$ cat config.mk
export PLATFORM = sky130hd
export DESIGN_NAME = lcd_rect_fill_byte_sequencer
export DESIGN_NICKNAME = d
export VERILOG_FILES = /design/src/hw/rtl/lrf_pkg.sv /design/src/hw/rtl/lcd_rect_fill_byte_sequencer.sv /design/src/hw/rtl/lrf_front.sv /design/src/hw/rtl/lrf_queue.sv /design/src/hw/rtl/lrf_back.sv
export SDC_FILE = /design/constraint.sdc
export NUM_CORES = 1
export LEC_CHECK = 0
export ABC_AREA = 1
export BUFFER_PORTS_ARGS = -buffer_cell sky130_fd_sc_hd__buf_4
export CAP_MARGIN = 5
export CELL_PAD_IN_SITES_DETAIL_PLACEMENT = 1
export CELL_PAD_IN_SITES_GLOBAL_PLACEMENT = 1
export CORE_MARGIN = 3
export CORE_UTILIZATION = 35
export DETAILED_ROUTE_END_ITERATION = 8
export PLACE_DENSITY = 0.62
export SLEW_MARGIN = 40
export SYNTH_ARGS = -nofsm -noshare
export SYNTH_HDL_FRONTEND = slang
export SYNTH_SLANG_ARGS = --single-unit
export TNS_END_PERCENT = 100
$ cat constraint.sdc
create_clock -name clk -period 8.25 [get_ports clk]
set_input_delay 1.65 -clock clk [delete_from_list [all_inputs] [get_ports clk]]
set_output_delay 1.65 -clock clk [all_outputs]
set_load 0.005 [all_outputs]
$ cat src/hw/rtl/lrf_pkg.sv
`timescale 1ns / 1ps
// ----------------------------------------------------------------------------
// lrf_pkg: shared types and constants of the rectangle fill byte sequencer
// Item, result, configuration and queue entry layouts, panel command codes
// and register indexes.
// ----------------------------------------------------------------------------
package lrf_pkg;

  typedef struct packed {
    logic        mode;
    logic [15:0] rect_x;
    logic [15:0] rect_y;
    logic [15:0] rect_width;
    logic [15:0] rect_height;
    logic [15:0] fill_color;
  } in_item_t;

  typedef struct packed {
    logic [7:0] bus_byte;
    logic       is_data;
    logic       last_byte;
  } out_item_t;

  typedef struct packed {
    logic [10:0] screen_width;
    logic [10:0] screen_height;
    logic [9:0]  column_offset;
    logic [9:0]  row_offset;
  } cfg_t;

  // One classified item on its way from the front to the back.
  typedef struct packed {
    logic        is_tick;
    logic [15:0] col_start;
    logic [15:0] col_end;
    logic [15:0] row_start;
    logic [15:0] row_end;
    logic [10:0] fill_w;
    logic [10:0] fill_h;
    logic [15:0] color;
  } cmd_t;

  localparam logic        MODE_TICK      = 1'b1;

  localparam logic [7:0]  CMD_COLUMN_SET = 8'h2A;
  localparam logic [7:0]  CMD_ROW_SET    = 8'h2B;
  localparam logic [7:0]  CMD_MEM_WRITE  = 8'h2C;

  localparam logic [10:0] SCREEN_MAX     = 11'd1024;

  // Header sequencer steps.
  localparam logic [3:0]  STEP_COL_CMD   = 4'd0;
  localparam logic [3:0]  STEP_ROW_CMD   = 4'd5;
  localparam logic [3:0]  STEP_MEM_CMD   = 4'd10;
  localparam logic [3:0]  PIXEL_PHASE    = 4'd11;

  localparam logic [1:0]  REG_SCREEN_WIDTH  = 2'd0;
  localparam logic [1:0]  REG_SCREEN_HEIGHT = 2'd1;
  localparam logic [1:0]  REG_COLUMN_OFFSET = 2'd2;
  localparam logic [1:0]  REG_ROW_OFFSET    = 2'd3;

  localparam logic [10:0] RST_SCREEN_WIDTH  = 11'd240;
  localparam logic [10:0] RST_SCREEN_HEIGHT = 11'd320;

endpackage

$ cat src/hw/rtl/lcd_rect_fill_byte_sequencer.sv
`timescale 1ns / 1ps
// ----------------------------------------------------------------------------
// lcd_rect_fill_byte_sequencer: window fill byte stream for an RGB565 panel
// Clips fill requests to the screen; each advance tick in a fill becomes one
// command or data byte: column window, row window, memory write, pixels.
// ----------------------------------------------------------------------------
//  channel | handshake             | payload
//  --------+-----------------------+-------------------------------------
//  in      | in_push / in_full     | in_data  (mode, rect, fill_color)
//  out     | out_pop / out_empty   | out_data (bus_byte, is_data, last)
//  cfg     | psel/penable/pwrite   | paddr[3:2] register, pwdata, prdata
//
//  One item per cycle sustained while out_pop frees the output register;
//  a byte goes via the front's queue entry, then the back's output register.
//  The rate is set by the back's one-byte-per-cycle sequencer loop.
//  The output register stalls on its own; the queue of QUEUE_DEPTH items
//  absorbs it, and in_full rises once the queue is full.
//  Synchronous active-low reset; the block is idle with an empty queue after.
// ----------------------------------------------------------------------------
module lcd_rect_fill_byte_sequencer #(
  parameter int QUEUE_DEPTH = 4
) (
  input  logic               clk,
  input  logic               rst_n,
  input  logic               in_push,
  output logic               in_full,
  input  lrf_pkg::in_item_t  in_data,
  output logic               out_empty,
  input  logic               out_pop,
  output lrf_pkg::out_item_t out_data,
  input  logic               cfg_psel,
  input  logic               cfg_penable,
  input  logic               cfg_pwrite,
  input  logic [3:0]         cfg_paddr,
  input  logic [31:0]        cfg_pwdata,
  output logic [31:0]        cfg_prdata,
  output logic               cfg_pready
);
  import lrf_pkg::*;

  cfg_t cfg_r;
  logic cfg_wr;
  logic in_take;
  logic q_push;
  cmd_t q_wr_cmd;
  logic q_valid;
  cmd_t q_rd_cmd;
  logic q_pop;

  assign cfg_pready = 1'b1;
  assign cfg_wr     = cfg_psel && cfg_penable && cfg_pwrite && cfg_pready;

  always_ff @(posedge clk) begin
    if (!rst_n) begin
      cfg_r.screen_width  <= RST_SCREEN_WIDTH;
      cfg_r.screen_height <= RST_SCREEN_HEIGHT;
      cfg_r.column_offset <= '0;
      cfg_r.row_offset    <= '0;
    end else if (cfg_wr) begin
      case (cfg_paddr[3:2])
        REG_SCREEN_WIDTH:  cfg_r.screen_width  <= cfg_pwdata[10:0];
        REG_SCREEN_HEIGHT: cfg_r.screen_height <= cfg_pwdata[10:0];
        REG_COLUMN_OFFSET: cfg_r.column_offset <= cfg_pwdata[9:0];
        REG_ROW_OFFSET:    cfg_r.row_offset    <= cfg_pwdata[9:0];
        default: ;
      endcase
    end
  end

  always_comb begin
    case (cfg_paddr[3:2])
      REG_SCREEN_WIDTH:  cfg_prdata = {21'd0, cfg_r.screen_width};
      REG_SCREEN_HEIGHT: cfg_prdata = {21'd0, cfg_r.screen_height};
      REG_COLUMN_OFFSET: cfg_prdata = {22'd0, cfg_r.column_offset};
      REG_ROW_OFFSET:    cfg_prdata = {22'd0, cfg_r.row_offset};
      default:           cfg_prdata = '0;
    endcase
  end

  assign in_take = in_push && !in_full;

  lrf_front u_front (
    .in_item (in_data),
    .in_take (in_take),
    .cfg     (cfg_r),
    .q_push  (q_push),
    .q_cmd   (q_wr_cmd)
  );

  lrf_queue #(
    .DEPTH (QUEUE_DEPTH)
  ) u_queue (
    .clk      (clk),
    .rst_n    (rst_n),
    .wr_en    (q_push),
    .wr_cmd   (q_wr_cmd),
    .full     (in_full),
    .rd_en    (q_pop),
    .rd_valid (q_valid),
    .rd_cmd   (q_rd_cmd)
  );

  lrf_back u_back (
    .clk       (clk),
    .rst_n     (rst_n),
    .q_valid   (q_valid),
    .q_cmd     (q_rd_cmd),
    .q_pop     (q_pop),
    .out_empty (out_empty),
    .out_item  (out_data),
    .out_pop   (out_pop)
  );

endmodule

$ cat src/hw/rtl/lrf_front.sv
`timescale 1ns / 1ps
// ----------------------------------------------------------------------------
// lrf_front: item classifier
// Checks fill requests against the screen, clips them and adds the panel
// offsets; ticks pass through. Dropped requests never reach the queue.
// ----------------------------------------------------------------------------
module lrf_front (
  input  lrf_pkg::in_item_t in_item,
  input  logic              in_take,
  input  lrf_pkg::cfg_t     cfg,
  output logic              q_push,
  output lrf_pkg::cmd_t     q_cmd
);
  import lrf_pkg::*;

  logic [10:0] sw;
  logic [10:0] sh;
  logic        drop;
  logic [16:0] x_sum;
  logic [16:0] y_sum;
  logic [10:0] w_clip;
  logic [10:0] h_clip;

  always_comb begin
    sw = (cfg.screen_width  > SCREEN_MAX) ? SCREEN_MAX : cfg.screen_width;
    sh = (cfg.screen_height > SCREEN_MAX) ? SCREEN_MAX : cfg.screen_height;
    drop = (in_item.rect_x >= {5'd0, sw}) || (in_item.rect_y >= {5'd0, sh}) ||
           (in_item.rect_width == 16'd0) || (in_item.rect_height == 16'd0);
    x_sum = {1'b0, in_item.rect_x} + {1'b0, in_item.rect_width};
    y_sum = {1'b0, in_item.rect_y} + {1'b0, in_item.rect_height};
    // x < sw here, so an unclipped width already fits in 11 bits
    w_clip = (x_sum > {6'd0, sw}) ? (sw - in_item.rect_x[10:0]) : in_item.rect_width[10:0];
    h_clip = (y_sum > {6'd0, sh}) ? (sh - in_item.rect_y[10:0]) : in_item.rect_height[10:0];

    q_cmd.is_tick   = (in_item.mode == MODE_TICK);
    q_cmd.col_start = in_item.rect_x + {6'd0, cfg.column_offset};
    q_cmd.col_end   = in_item.rect_x + {5'd0, w_clip} + {6'd0, cfg.column_offset} - 16'd1;
    q_cmd.row_start = in_item.rect_y + {6'd0, cfg.row_offset};
    q_cmd.row_end   = in_item.rect_y + {5'd0, h_clip} + {6'd0, cfg.row_offset} - 16'd1;
    q_cmd.fill_w    = w_clip;
    q_cmd.fill_h    = h_clip;
    q_cmd.color     = in_item.fill_color;

    q_push = in_take && (q_cmd.is_tick || !drop);
  end

endmodule

$ cat src/hw/rtl/lrf_queue.sv
`timescale 1ns / 1ps
// ----------------------------------------------------------------------------
// lrf_queue: command queue between front and back
// Small circular buffer of classified items with a fill count.
// ----------------------------------------------------------------------------
module lrf_queue #(
  parameter int DEPTH = 4
) (
  input  logic          clk,
  input  logic          rst_n,
  input  logic          wr_en,
  input  lrf_pkg::cmd_t wr_cmd,
  output logic          full,
  input  logic          rd_en,
  output logic          rd_valid,
  output lrf_pkg::cmd_t rd_cmd
);
  import lrf_pkg::*;

  localparam int PTR_W = (DEPTH > 1) ? $clog2(DEPTH) : 1;
  localparam int CNT_W = $clog2(DEPTH + 1);
  localparam logic [PTR_W-1:0] LAST_PTR = PTR_W'(DEPTH - 1);
  localparam logic [CNT_W-1:0] FULL_CNT = CNT_W'(DEPTH);

  cmd_t             entries_r [DEPTH];
  logic [PTR_W-1:0] wr_ptr_r;
  logic [PTR_W-1:0] rd_ptr_r;
  logic [CNT_W-1:0] count_r;
  logic [CNT_W-1:0] count_nxt;

  assign full     = (count_r == FULL_CNT);
  assign rd_valid = (count_r != '0);
  assign rd_cmd   = entries_r[rd_ptr_r];

  always_comb begin
    count_nxt = count_r;
    if (wr_en && !(rd_en && rd_valid)) begin
      count_nxt = count_r + CNT_W'(1);
    end else if (!wr_en && rd_en && rd_valid) begin
      count_nxt = count_r - CNT_W'(1);
    end
  end

  always_ff @(posedge clk) begin
    if (!rst_n) begin
      wr_ptr_r <= '0;
      rd_ptr_r <= '0;
      count_r  <= '0;
    end else begin
      count_r <= count_nxt;
      if (wr_en) begin
        wr_ptr_r <= (wr_ptr_r == LAST_PTR) ? '0 : wr_ptr_r + PTR_W'(1);
      end
      if (rd_en && rd_valid) begin
        rd_ptr_r <= (rd_ptr_r == LAST_PTR) ? '0 : rd_ptr_r + PTR_W'(1);
      end
    end
  end

  always_ff @(posedge clk) begin
    if (wr_en) begin
      entries_r[wr_ptr_r] <= wr_cmd;
    end
  end

endmodule

$ cat src/hw/rtl/lrf_back.sv
`timescale 1ns / 1ps
// ----------------------------------------------------------------------------
// lrf_back: byte sequencer
// Loads a fill from a request, then sends one header or pixel byte per tick
// into a one-beat output register.
// ----------------------------------------------------------------------------
module lrf_back (
  input  logic               clk,
  input  logic               rst_n,
  input  logic               q_valid,
  input  lrf_pkg::cmd_t      q_cmd,
  output logic               q_pop,
  output logic               out_empty,
  output lrf_pkg::out_item_t out_item,
  input  logic               out_pop
);
  import lrf_pkg::*;

  logic        busy_r,  busy_nxt;
  logic [3:0]  step_r,  step_nxt;
  logic [15:0] words_r [4];
  logic [20:0] pixels_r, pixels_nxt;
  logic        low_r,   low_nxt;
  logic [15:0] color_r;
  logic        out_valid_r;
  out_item_t   out_item_r, out_item_nxt;

  logic        slot_free;
  logic        is_tick;
  logic        load;
  logic        emit;
  logic [21:0] area;
  logic [3:0]  pos;
  logic [1:0]  wsel;
  logic [15:0] word;
  logic [20:0] pix_dec;

  assign slot_free = !out_valid_r || out_pop;
  assign is_tick   = q_cmd.is_tick;
  assign load      = q_valid && !is_tick && !busy_r;
  assign emit      = q_valid && is_tick && busy_r && slot_free;
  // requests while busy and ticks while idle leave the queue with no effect
  assign q_pop     = q_valid && (!is_tick || !busy_r || slot_free);
  assign area      = q_cmd.fill_w * q_cmd.fill_h;
  assign out_empty = !out_valid_r;
  assign out_item  = out_item_r;

  always_comb begin
    pos  = (step_r < STEP_ROW_CMD) ? (step_r - 4'd1) : (step_r - 4'd6);
    wsel = {(step_r > STEP_ROW_CMD), pos[1]};
    word = words_r[wsel];
    pix_dec = (pixels_r != '0) ? (pixels_r - 21'd1) : '0;

    busy_nxt   = busy_r;
    step_nxt   = step_r;
    pixels_nxt = pixels_r;
    low_nxt    = low_r;
    out_item_nxt.bus_byte  = pos[0] ? word[7:0] : word[15:8];
    out_item_nxt.is_data   = 1'b1;
    out_item_nxt.last_byte = 1'b0;

    if (load) begin
      busy_nxt   = 1'b1;
      step_nxt   = STEP_COL_CMD;
      pixels_nxt = area[20:0];
      low_nxt    = 1'b0;
    end else if (emit) begin
      if (step_r < PIXEL_PHASE) begin
        if (step_r == STEP_COL_CMD) begin
          out_item_nxt.bus_byte = CMD_COLUMN_SET;
          out_item_nxt.is_data  = 1'b0;
        end else if (step_r == STEP_ROW_CMD) begin
          out_item_nxt.bus_byte = CMD_ROW_SET;
          out_item_nxt.is_data  = 1'b0;
        end else if (step_r == STEP_MEM_CMD) begin
          out_item_nxt.bus_byte = CMD_MEM_WRITE;
          out_item_nxt.is_data  = 1'b0;
        end
        step_nxt = step_r + 4'd1;
      end else if (!low_r) begin
        out_item_nxt.bus_byte = color_r[15:8];
        low_nxt = 1'b1;
      end else begin
        out_item_nxt.bus_byte = color_r[7:0];
        low_nxt    = 1'b0;
        pixels_nxt = pix_dec;
        if (pix_dec == '0) begin
          out_item_nxt.last_byte = 1'b1;
          busy_nxt = 1'b0;
          step_nxt = STEP_COL_CMD;
        end
      end
    end
  end

  always_ff @(posedge clk) begin
    if (!rst_n) begin
      busy_r      <= 1'b0;
      step_r      <= STEP_COL_CMD;
      pixels_r    <= '0;
      low_r       <= 1'b0;
      out_valid_r <= 1'b0;
    end else begin
      busy_r   <= busy_nxt;
      step_r   <= step_nxt;
      pixels_r <= pixels_nxt;
      low_r    <= low_nxt;
      if (emit) begin
        out_valid_r <= 1'b1;
      end else if (out_pop) begin
        out_valid_r <= 1'b0;
      end
    end
  end

  always_ff @(posedge clk) begin
    if (load) begin
      words_r[0] <= q_cmd.col_start;
      words_r[1] <= q_cmd.col_end;
      words_r[2] <= q_cmd.row_start;
      words_r[3] <= q_cmd.row_end;
      color_r    <= q_cmd.color;
    end
    if (emit) begin
      out_item_r <= out_item_nxt;
    end
  end

endmodule

==> impl_metrics.csv <==
group,metric,value,unit
yosys,synth_xor_area_frac,0.0310,
worst_setup_path,critPathKind,"input port to register",
sta,setup-violations-final,0,
yosys,synthSimpleGateAreaFrac,0.134,
placement,gp_congestion,0.842,
cts,h-tree-depth,3,
die,start_util,0.353,
global_route,antenna_found_initial,3,
sta,hold_viol,0,
worst_setup_path,required,8.64,ns
die,ioPinCount,169,
cts,clockBufferDepth,3,
cells_and_area,syn2layout_area_growth,13.8,%
cts,cts_made_buffers,67,
cts,clk_pin_slew,0.06,ns
yosys,synth.area.top_cells,"edfxtp_1, ha_1, fa_1, nand2_1, o21ai_0",
global_route,grt_pass1_wl,155000,um
cells_and_area,fillers,10900,
worst_setup_path,crit_path_end,"u_queue.entries_r[0][83]",
yosys,ys_async_sr_fraction,0,
die,coreArea,0.0969,sq mm
global_route,grt_max_degree,90,
worst_setup_path,ff2ff_path_depth,24,
worst_setup_path,critPathMostFrequentCell,"nand2_1",
yosys,synth_cell_types,62,
drt,viasPerCell,5.07,
drt,firstDrtPassIters,8,
worst_setup_path,startpoint,"in_data[65]",
worst_setup_path,cp_max_fo,12,
worst_hold_path,hp-start,"u_back.busy_r",
outcome,outcome,"finished, final reports clean",
global_route,gr-usage-all-layers,0.197,
sta,drv_slew,0,
drt,drt-wirelength-per-cell,20.3,um
sta,fmaxAchievable,0.138,GHz
placement,io_buffers,123,
sta,post-route-period-util,0.877,
cts,cts.repair.resized,0,
die,dieArea,0.101,sq mm
cells_and_area,final_core_util,0.402,
cts,hold_buffers,0,
cts,insertion_delay,0.62,ns
cts,cts_tree,"done",
cts,cts_setup_buffers,0,
cells_and_area,instances_no_fill,4959,
yosys,yosysTopAreaCell,"edfxtp_1",
worst_setup_path,setup.worst_path.end_class,"register",
yosys,synth_top_area_frac,0.441,
drt,drc_errors,0,
yosys,synth_edf_count,502,
die,row_count,114,
yosys,synth-compound-area-share,0.126,
worst_setup_path,cp-start-kind,"input port",
cells_and_area,layout-drive-gt1-share,0.0902,
sta,fin_worst_skew,0.0359,ns
global_route,gr-total-overflow,0,
worst_hold_path,min_path_type,"register to register",
sta,rsz0062_at_grt,"no",
yosys,synth.area.mux_share,0,
worst_setup_path,cp.arrival,7.63,ns
cells_and_area,finalNetCount,4118,
sta,worst_pin_slew,0.847,ns
yosys,syn_inst,3493,
worst_setup_path,cpMaxStageDelayCell,"fa_1",
sta,min_period,7.23,ns
yosys,ys_warn_count,0,
yosys,netlist_top_cells_count,"nand2_1, edfxtp_1, inv_1",
yosys,synth_top_flop_cell,"edfxtp_1",
global_route,grt_pass1_vias,26300,
run,max-cap-violations,0,
yosys,ys_seq_area_frac,0.487,
cts,root_buffer,"clkbuf_16",
worst_setup_path,reg2reg_to,"u_back.pixels_r[14]",
placement,dp.cells,4836,
yosys,synth_area,0.0342,sq mm
drt,routed_wl,101000,um
drt,drt_iter0_markers,1516,
yosys,synth_fa_ha_area_frac,0.156,
sta,maxSlewHeadroom,0.435,
die,die_y,319,um
placement,dp.final_hpwl,74500,um
drt,antenna_left,0,
worst_setup_path,cpPeakStageDelay,0.61,ns
die,fp.dieW,319,um
yosys,syn_area_per_cell,9.79,sq um
drt,vias,25100,
yosys,synth_top_family_by_area,"adder cells",
yosys,synth-seq-cells,581,
yosys,synth.most_common_cell,"nand2_1",
cts,cts_sinks,581,
worst_setup_path,r2r_slack,1.44,ns
sta,tns,0,ns
-- state kept, by name, summed over array words and instances, names as in the netlist, named ones only --
signal              flops
u_queue.rd_ptr_r        2
u_back.out_item        10
u_back.low_r            1
u_back.step_r           4
u_queue.wr_ptr_r        2
cfg_r                  42
u_queue.entries_r     412
u_back.busy_r           1
u_queue.count_r         3
u_back.out_valid_r      1
u_back.words_r         64
u_back.color_r         16
u_back.pixels_r        21
-- worst min-delay path by stage --
stage                    end  cells after the start
3_5_place_dp   u_back.busy_r                      2
4_1_cts        u_back.busy_r                      2
2_1_floorplan  u_back.busy_r                      2
6_report       u_back.busy_r                      2
5_1_grt        u_back.busy_r                      2
3_3_place_gp   u_back.busy_r                      2
-- layout by cell type, fill, tap and decap left out, types with 12 or more instances in the layout --
cell type,count
o21bai_1,14
o22ai_1,89
clkinv_1,13
o21ai_1,19
buf_4,168
dfxtp_1,77
xnor2_1,37
a31oi_1,13
nand2_1,513
clkbuf_1,12
nand4_1,41
ha_1,257
conb_1,22
fa_1,106
clkbuf_16,69
nand3_1,95
o21ai_0,322
nor3_1,16
xor2_1,84
nor2_1,389
a21oi_1,205
inv_1,428
a32oi_1,13
edfxtp_1,502
-- worst max-delay path: cells and delay by family --
family,cells,cell delay [ns]
compound gates,10,2.14
simple gates,9,0.97
buf+inv,4,0.59
fa+ha+maj,4,1.75
xor+xnor,2,0.53
-- routing by layer --
metal / vias up / global-route usage / part of all wire / wire [um]
met5: - / 0 / 0.00013 / 13
met1: 12400 / 0.272 / 0.47 / 47800
met3: 104 / 0.0235 / 0.034 / 3430
met4: 2 / 0.0459 / 0.021 / 2150
li1: 12200 / - / - / -
met2: 402 / 0.330 / 0.47 / 47400
-- area by class of cell --
class / count / area [sq um] / area share
diodes: 1 / 2.50 / 0.0000643
well taps: 1276 / 1600 / 0.0410
clock inverters: 36 / 355 / 0.00913
multi-input cells: 2366 / 15400 / 0.395
repair buffers: 180 / 1460 / 0.0374
flip-flops and latches: 581 / 16700 / 0.428
inverters: 435 / 1640 / 0.0422
clock buffers: 84 / 1810 / 0.0466
-- stage by stage --
| stage | cell area [sq um] | hold WS (ns) | worst slack [ns] |
|---|---|---|---|
| floorplan | 34300 | 0.440 | 0.579 |
| global placement | 36700 | 0.453 | 0.437 |
| detailed placement | 36700 | 0.456 | 0.330 |
| CTS | 38900 | 0.465 | 0.968 |
| global route | 38900 | 0.481 | 0.399 |
| finish | 38900 | 0.464 | 1.02 |
-- cells by family after synthesis --
logic type               Yosys count
other                              2
XOR/XNOR                         121
AND/OR/NAND/NOR                 1103
flip-flops                       581
adder cells (fa/ha/maj)          363
buffers and inverters            566
AO/OA/AOI/OAI                    757
Power is left out: the tool's default activity adds up to more than one toggle a clock period on the data nets, which glitch-free logic cannot reach.
